<file path="src/ule_pkg.sv">
// Package of the UART line editor: payload structs, operation codes and the
// character constants shared by the front end and the back end.
// No dependencies.
package ule_pkg;

  // Input modes.
  localparam logic [1:0] MODE_BYTE    = 2'd0;
  localparam logic [1:0] MODE_READ    = 2'd1;
  localparam logic [1:0] MODE_RELEASE = 2'd2;

  // Result kinds.
  localparam logic [1:0] KIND_ECHO    = 2'd0;
  localparam logic [1:0] KIND_READ    = 2'd1;
  localparam logic [1:0] KIND_RELEASE = 2'd2;

  // Characters.
  localparam logic [7:0] CHR_CR = 8'h0D;
  localparam logic [7:0] CHR_LF = 8'h0A;
  localparam logic [7:0] CHR_BS = 8'h08;
  localparam logic [7:0] CHR_SP = 8'h20;

  localparam int unsigned LEN_W = 9;
  localparam logic [LEN_W-1:0] LEN_MAX = 9'h1FF;

  typedef struct packed {
    logic [1:0] mode;
    logic [7:0] rx_byte;
    logic [7:0] read_index;
  } in_t;

  typedef struct packed {
    logic [1:0]       kind;
    logic [7:0]       data;
    logic             last;
    logic             line_ready;
    logic [LEN_W-1:0] line_length;
  } out_t;

  typedef enum logic [2:0] {
    OP_ECHO,     // echo one byte
    OP_CRLF,     // echo CR then LF
    OP_RUBOUT,   // echo BS, space, BS
    OP_READ,     // return a stored byte
    OP_RELEASE   // release acknowledge
  } op_t;

  // One classified request handed from the front end to the back end.
  typedef struct packed {
    op_t              op;
    logic [7:0]       data;
    logic             wr_en;
    logic             rd_hit;
    logic             line_ready;
    logic [LEN_W-1:0] line_length;
  } cmd_t;

endpackage

</file>
<file path="src/ule_front.sv">
// Front end of the UART line editor: accepts requests, keeps the line count
// and pending flag, and classifies each request into a command for the queue.
// Depends on ule_pkg.
module ule_front import ule_pkg::*; #(
  parameter int unsigned LINE_BYTES = 256
) (
  input  logic                          clk,
  input  logic                          rst_n,
  input  logic                          in_valid,
  output logic                          in_ready,
  input  in_t                           in_data,
  input  logic                          q_full,
  output logic                          q_push,
  output cmd_t                          q_cmd,
  output logic [$clog2(LINE_BYTES)-1:0] q_addr
);

  localparam int unsigned AW = $clog2(LINE_BYTES);
  localparam int unsigned CW = $clog2(LINE_BYTES + 1);

  logic [CW-1:0]   count_r, count_nxt;
  logic            pend_r, pend_nxt;
  logic            accept;
  logic            term, bs, had_bytes, line_full;
  logic [CW+7:0]   idx_cmp, cnt_cmp;
  logic [CW+8:0]   len_ext;
  logic            rd_hit;

  assign in_ready  = !q_full;
  assign accept    = in_valid && in_ready;
  assign term      = (in_data.rx_byte == CHR_CR) || (in_data.rx_byte == CHR_LF);
  assign bs        = (in_data.rx_byte == CHR_BS);
  assign had_bytes = (count_r != '0);
  assign line_full = (count_r == CW'(LINE_BYTES));
  assign idx_cmp   = {{CW{1'b0}}, in_data.read_index};
  assign cnt_cmp   = {8'b0, count_r};
  assign rd_hit    = (idx_cmp < cnt_cmp);
  assign len_ext   = {{LEN_W{1'b0}}, count_nxt};

  always_comb begin
    count_nxt    = count_r;
    pend_nxt     = pend_r;
    q_push       = 1'b0;
    q_cmd.op     = OP_ECHO;
    q_cmd.data   = in_data.rx_byte;
    q_cmd.wr_en  = 1'b0;
    q_cmd.rd_hit = rd_hit;
    q_addr       = count_r[AW-1:0];
    unique case (in_data.mode)
      MODE_BYTE: begin
        if (term) begin
          q_push   = accept;
          q_cmd.op = OP_CRLF;
          if (!pend_r) begin
            pend_nxt = 1'b1;
          end
        end else if (bs) begin
          q_push   = accept && had_bytes;
          q_cmd.op = OP_RUBOUT;
          if (!pend_r && had_bytes) begin
            count_nxt = count_r - CW'(1);
          end
        end else begin
          q_push = accept;
          if (!pend_r && !line_full) begin
            q_cmd.wr_en = 1'b1;
            count_nxt   = count_r + CW'(1);
          end
        end
      end
      MODE_READ: begin
        q_push   = accept;
        q_cmd.op = OP_READ;
        q_addr   = AW'(in_data.read_index);
      end
      MODE_RELEASE: begin
        q_push   = accept;
        q_cmd.op = OP_RELEASE;
        if (pend_r) begin
          count_nxt = '0;
          pend_nxt  = 1'b0;
        end
      end
      default: ;
    endcase
    q_cmd.line_ready  = pend_nxt;
    q_cmd.line_length = (len_ext > (CW+9)'(LEN_MAX)) ? LEN_MAX : len_ext[LEN_W-1:0];
  end

  always_ff @(posedge clk) begin
    if (!rst_n) begin
      count_r <= '0;
      pend_r  <= 1'b0;
    end else if (accept) begin
      count_r <= count_nxt;
      pend_r  <= pend_nxt;
    end
  end

endmodule

</file>
<file path="src/ule_fifo.sv">
// Four-entry command queue between the front and back ends of the line editor.
// Standalone; the payload width is a parameter.
module ule_fifo #(
  parameter int unsigned WIDTH = 8
) (
  input  logic             clk,
  input  logic             rst_n,
  input  logic             wr_en,
  input  logic [WIDTH-1:0] wr_data,
  output logic             full,
  input  logic             rd_en,
  output logic             rd_valid,
  output logic [WIDTH-1:0] rd_data
);

  localparam int unsigned DEPTH = 4;
  localparam int unsigned PW    = $clog2(DEPTH);

  logic [WIDTH-1:0] slot_r [DEPTH];
  logic [PW-1:0]    wr_ptr_r, rd_ptr_r;
  logic [PW:0]      fill_r;

  assign full     = (fill_r == (PW+1)'(DEPTH));
  assign rd_valid = (fill_r != '0);
  assign rd_data  = slot_r[rd_ptr_r];

  always_ff @(posedge clk) begin
    if (wr_en) begin
      slot_r[wr_ptr_r] <= wr_data;
    end
  end

  always_ff @(posedge clk) begin
    if (!rst_n) begin
      wr_ptr_r <= '0;
      rd_ptr_r <= '0;
      fill_r   <= '0;
    end else begin
      if (wr_en) begin
        wr_ptr_r <= wr_ptr_r + PW'(1);
      end
      if (rd_en) begin
        rd_ptr_r <= rd_ptr_r + PW'(1);
      end
      if (wr_en && !rd_en) begin
        fill_r <= fill_r + (PW+1)'(1);
      end else if (rd_en && !wr_en) begin
        fill_r <= fill_r - (PW+1)'(1);
      end
    end
  end

endmodule

</file>
<file path="src/ule_back.sv">
// Back end of the line editor: owns the line store, executes queued commands
// and issues one result per cycle into the output register while it is free.
// Depends on ule_pkg.
module ule_back import ule_pkg::*; #(
  parameter int unsigned LINE_BYTES = 256
) (
  input  logic                          clk,
  input  logic                          rst_n,
  input  logic                          q_valid,
  input  cmd_t                          q_cmd,
  input  logic [$clog2(LINE_BYTES)-1:0] q_addr,
  output logic                          q_pop,
  output logic                          out_valid,
  input  logic                          out_ready,
  output out_t                          out_data
);

  logic [7:0] store_mem [LINE_BYTES];
  logic [7:0] rd_data_r;
  cmd_t       cur_r;
  logic       cur_vld_r;
  logic [1:0] step_r;
  logic [1:0] last_step;
  logic       out_free, emit, done;
  out_t       res;
  out_t       out_r;
  logic       out_vld_r;

  assign out_valid = out_vld_r;
  assign out_data  = out_r;
  assign out_free  = !out_vld_r || out_ready;
  assign emit      = cur_vld_r && out_free;
  assign done      = emit && (step_r == last_step);
  assign q_pop     = q_valid && (!cur_vld_r || done);

  always_comb begin
    last_step       = 2'd0;
    res.kind        = KIND_ECHO;
    res.data        = cur_r.data;
    res.line_ready  = cur_r.line_ready;
    res.line_length = cur_r.line_length;
    unique case (cur_r.op)
      OP_ECHO: ;
      OP_CRLF: begin
        last_step = 2'd1;
        res.data  = (step_r == 2'd0) ? CHR_CR : CHR_LF;
      end
      OP_RUBOUT: begin
        last_step = 2'd2;
        res.data  = (step_r == 2'd1) ? CHR_SP : CHR_BS;
      end
      OP_READ: begin
        res.kind = KIND_READ;
        res.data = cur_r.rd_hit ? rd_data_r : 8'h00;
      end
      OP_RELEASE: begin
        res.kind = KIND_RELEASE;
        res.data = 8'h00;
      end
      default: ;
    endcase
    res.last = (step_r == last_step);
  end

  // The store is written and read when a command is popped, so every read
  // sees all writes queued ahead of it.
  always_ff @(posedge clk) begin
    if (q_pop && q_cmd.wr_en) begin
      store_mem[q_addr] <= q_cmd.data;
    end
    if (q_pop) begin
      rd_data_r <= store_mem[q_addr];
      cur_r     <= q_cmd;
    end
    if (emit) begin
      out_r <= res;
    end
  end

  always_ff @(posedge clk) begin
    if (!rst_n) begin
      cur_vld_r <= 1'b0;
      step_r    <= 2'd0;
      out_vld_r <= 1'b0;
    end else begin
      if (q_pop) begin
        cur_vld_r <= 1'b1;
        step_r    <= 2'd0;
      end else begin
        if (done) begin
          cur_vld_r <= 1'b0;
        end
        if (emit) begin
          step_r <= step_r + 2'd1;
        end
      end
      if (emit) begin
        out_vld_r <= 1'b1;
      end else if (out_ready) begin
        out_vld_r <= 1'b0;
      end
    end
  end

endmodule

</file>
<file path="src/uart_line_editor.sv">
// Top level of the UART line editor: front end, command queue and back end.
// Depends on ule_pkg, ule_front, ule_fifo and ule_back.
//
// Usage: each request on the in_ channel is a received UART byte (mode 0),
// a read of a stored byte by index (mode 1) or a release of the pending line
// (mode 2). Results leave on the out_ channel: echo bytes for the transmitter
// (one, CR LF, or BS space BS), read data, or a release acknowledge. Every
// result carries the line_ready flag and line_length as they stand after the
// request that caused it, and last marks the final result of a request.
// A backspace on an empty line and mode 3 produce no result at all.
//
// The front end updates the line count and pending flag as a request is
// accepted and pushes a classified command into a four-entry queue. The back
// end owns the line store and drains the queue, issuing one result per cycle
// into the output register while the receiver does not stall it. The first
// result of a request passes through the queue, the command register and the
// output register; the back end pops the next command as it issues the last
// result of the current one. The front end keeps accepting one request per
// cycle as long as the queue has room.
//
// When the receiver stalls, the output register holds its result, the back
// end stops, the queue fills and in_ready falls once four commands wait.
// Reset (synchronous, rst_n low) empties the line, clears the pending flag and
// flushes the queue and output register; the line store needs no clearing.
module uart_line_editor import ule_pkg::*; #(
  parameter int unsigned LINE_BYTES = 256
) (
  input  logic clk,
  input  logic rst_n,
  input  logic in_valid,
  output logic in_ready,
  input  in_t  in_data,
  output logic out_valid,
  input  logic out_ready,
  output out_t out_data
);

  localparam int unsigned AW = $clog2(LINE_BYTES);
  localparam int unsigned QW = $bits(cmd_t) + AW;

  logic          q_push, q_full, q_pop, q_valid;
  cmd_t          push_cmd, head_cmd;
  logic [AW-1:0] push_addr, head_addr;
  logic [QW-1:0] head_word;

  ule_front #(.LINE_BYTES(LINE_BYTES)) u_front (
    .clk      (clk),
    .rst_n    (rst_n),
    .in_valid (in_valid),
    .in_ready (in_ready),
    .in_data  (in_data),
    .q_full   (q_full),
    .q_push   (q_push),
    .q_cmd    (push_cmd),
    .q_addr   (push_addr)
  );

  ule_fifo #(.WIDTH(QW)) u_fifo (
    .clk      (clk),
    .rst_n    (rst_n),
    .wr_en    (q_push),
    .wr_data  ({push_cmd, push_addr}),
    .full     (q_full),
    .rd_en    (q_pop),
    .rd_valid (q_valid),
    .rd_data  (head_word)
  );

  assign head_cmd  = head_word[QW-1:AW];
  assign head_addr = head_word[AW-1:0];

  ule_back #(.LINE_BYTES(LINE_BYTES)) u_back (
    .clk       (clk),
    .rst_n     (rst_n),
    .q_valid   (q_valid),
    .q_cmd     (head_cmd),
    .q_addr    (head_addr),
    .q_pop     (q_pop),
    .out_valid (out_valid),
    .out_ready (out_ready),
    .out_data  (out_data)
  );

endmodule

</file>
<file path="config.mk">
export PLATFORM = sky130hd
export DESIGN_NAME = uart_line_editor
export DESIGN_NICKNAME = d
export VERILOG_FILES = /design/src/ule_pkg.sv /design/src/ule_front.sv /design/src/ule_fifo.sv /design/src/ule_back.sv /design/src/uart_line_editor.sv
export SDC_FILE = /design/constraint.sdc
export NUM_CORES = 2
export LEC_CHECK = 0
export BUFFER_PORTS_ARGS = -buffer_cell sky130_fd_sc_hd__buf_2
export CORE_AREA = 3 3 497 499
export DETAILED_ROUTE_END_ITERATION = 7
export DIE_AREA = 0 0 500 502
export HOLD_SLACK_MARGIN = 0.03
export PLACE_DENSITY = 0.47
export RECOVER_POWER = 25
export SETUP_SLACK_MARGIN = 0.3
export SLEW_MARGIN = 20
export SYNTH_ARGS = -nofsm -noshare
export SYNTH_HDL_FRONTEND = slang
export SYNTH_SLANG_ARGS = --single-unit
</file>
<file path="constraint.sdc">
create_clock -name clk -period 6.6 [get_ports clk]
set_input_delay 1.32 -clock clk [delete_from_list [all_inputs] [get_ports clk]]
set_output_delay 1.32 -clock clk [all_outputs]
set_load 0.03 [all_outputs]
</file>
==> metrics.yaml <==
yosys:
  synth_adder_area_share_pct: 0.329
  syn_nets: 6291
  syn_area_sq_um: 89700
  yosys.area_share.simple_pct: 11.8
  synth-xor-area-share_pct: 0.0879
  synth_top_family_by_area: "simple AND/OR/NAND/NOR gates"
  synthMuxAreaShare_pct: 4.11
  ys_async_sr_fraction_pct: 0
  ys_types: 57
  ys_ff_latch: 2246
  synth_compound_area_share_pct: 6.49
  synth_cells: 6246
  synth-edff-count: 2223
  yosys_warnings: 0
  synth_flop_cell: "edfxtp_1"
  ys_seq_area_share_pct: 75.0
  avgSynthCellArea_sq_um: 14.4
job:
  drv_cap: 8
clock_network:
  cts.clk_slew.worst_paths_ns: 0.06
  cts_hold_buf: 0
  cts_tree: "built"
  ctsRootBufferMaster: "clkbuf_16"
  insertion_delay_ns: 0.90
  clk_path_buf_depth: 3
  cts_resized: 0
  cts_setup_buffers: 0
  clock_sinks: 2246
  ctsHtreeMaxLevel: 4
  cts_buffers: 232
worst_setup_path:
  path_cells: "clkbuf_1 > mux4_2 > clkbuf_2"
  worstSetupStartpointType: "flip-flop"
  reg2reg_slack_ns: 1.29
  worstSetupPathType: "reg2reg"
  path_max_fanout: 96
  cp.required_ns: 6.87
  slowest_delay_ns: 1.91
  ff2ff_path_depth: 3
  critical_path_buf_inv_count: 2
  cp.arrival_ns: 5.58
  cp-end-kind: "flip-flop"
  path_depth: 3
  slowest_stage: "clkbuf_2"
  path_delay_family: "buffers and inverters"
layout:
  layout-drive-gt1-share_pct: 9.80
  areaGrowthSynthToFinish_pct: 13.0
  final_cell_mix: "edfxtp_1, nand2_1, nor2_1, a211oi_1, nand3_1"
  fillCellCount: 22193
  final_common_cell: "edfxtp_1"
  regArea_sq_um: 67200
  multi_input_area_sq_um: 20600
  final_util_pct: 41.7
  nNetsFinal: 6311
floorplan:
  chipWidth_um: 500
  ioPinCount: 45
  dieArea_sq_um: 251000
  core_area_sq_um: 243000
  initial_utilization_pct: 36.9
  std_cell_rows: 181
  die_h_um: 502
place:
  dp_hpwl_um: 158000
  port_buffers: 44
  gp_congestion: 0.860
route:
  wl_um: 265000
  num_vias: 52683
  drc_errors: 0
  wl_met3_um: 16700
  wl_met2_um: 124000
  drtIter0Drc: 5200
  routedWlPerCell_um: 27.4
  wirelength_met1_um: 118000
  drtPass1Iterations: 5
  antenna_left: 0
  vias_per_cell: 5.45
  top_layer_used: "met4"
status:
  outcome: "complete, but fails checks"
  violations: "max-capacitance violations, max-slew violations"
global_routing:
  grtUsageTotal_pct: 20.8
  grt_pass1_vias: 51929
  grt_pass1_wl_um: 381000
  antenna_found_initial: 13
  grt_overflow_total: 0
  grt_max_degree: 163
power:
  powerDensity_nw_per_um2: 432
  p_leak_nw: 32.7
  peakVddDrop_mv: 0.296
sta:
  period_needed_ns: 5.31
  max-slew-margin-rel_pct: -73.0
  rsz0062_at_grt: "false"
  tightest_slew_ns: 2.60
  finalCritPeriodShare_pct: 80.4
  max_freq_mhz: 188
  finalSetupViolCount: 0
  slew_violations: 422
  finalClockSkew_ns: 0.0583
  hold_viol: 0
  setup-tns-final_ns: 0
hold_path:
  hold_depth: 0
  hold_class: "reg2reg"
  hp-start: "u_back.cur_r[4]"
layer usage:
metal | track usage [%] | up-vias
met5 | 0 | -
met4 | 5.69 | 0
met3 | 3.77 | 341
met2 | 33.1 | 1603
met1 | 29.4 | 27190
li1 | - | 23549
metrics by stage:
step	instance area [sq um]	hold slack (ns)	std cells	power [W]	setup slack (ns)
4_1_cts	101000	0.419	9670	0.0443	1.61
2_1_floorplan	89700	0.400	6246	0.0253	2.78
3_5_place_dp	93700	0.405	9234	0.0309	1.43
5_1_grt	101000	0.426	9671	0.0456	0.827
3_3_place_gp	93700	0.407	9233	0.0310	0.908
6_report	101000	0.418	9673	0.0438	1.29
registers in the layout, summed over array words and instances (netlist names), named ones only:
name and count:
u_fifo.slot_r 124, u_back.store_mem 2048, u_back.cur_vld_r 1, u_fifo.rd_ptr_r 2
u_back.cur_r 22, u_front.count_r 9, u_front.pend_r 1, u_back.rd_data_r 8
u_back.step_r 2, u_back.out_valid 1, u_fifo.fill_r 3, u_fifo.wr_ptr_r 2
u_back.out_data 21
cells in the mapped netlist, types with 95 or more instances:
cell      count  area share (%)
nor2_1      323             1.4
edfxtp_1   2223              74
and3_1      115            0.80
nand2_1    1224             5.1
nand3_1     259             1.4
o21ai_0     144            0.80
o22ai_1      95            0.66
clkbuf_1    166            0.69
a21oi_1     185             1.0
buf_2       176            0.98
and2_1      126            0.88
mux2i_1     150             1.7
a31oi_1     189             1.3
a211oi_1    272             2.3
and2_0      100            0.70
logic make-up after synthesis:
| family | after synthesis |
|---|---|
| adders and majority gates | 23 |
| DFF | 2246 |
| xor gates and xnor gates | 9 |
| and+or+nand+nor | 2353 |
| AOI/OAI and AO/OA | 927 |
| buffers and inverters | 439 |
| muxes | 249 |
power breakdown:
part / leakage (nW) / total [W] / internal (W) / switching [W]
logic: 8.70 / 0.0125 / 0.00303 / 0.00949
clock network: 3.75 / 0.0134 / 0.00771 / 0.00564
registers: 20.2 / 0.0179 / 0.0177 / 0.000205
total: 32.7 / 0.0438 / 0.0285 / 0.0153
layout make-up:
type	count	share of cell area (%)
sequential	2246	66.3
multi-input combinational	3561	20.4
clock buffer	270	5.89
tap	3202	3.95
clock inverter	166	1.72
timing repair buffer	200	1.63
inverter	25	0.0926
antenna	3	0.00741
path summary, 6_finish.rpt:
kind,endpoint
max,u_back.store_mem[21][1]
min,u_back.out_data[4]
max reg2reg,u_back.store_mem[21][1]
min reg2reg,u_back.out_data[4]
No activity file was read; power rests on OpenSTA's default activity.
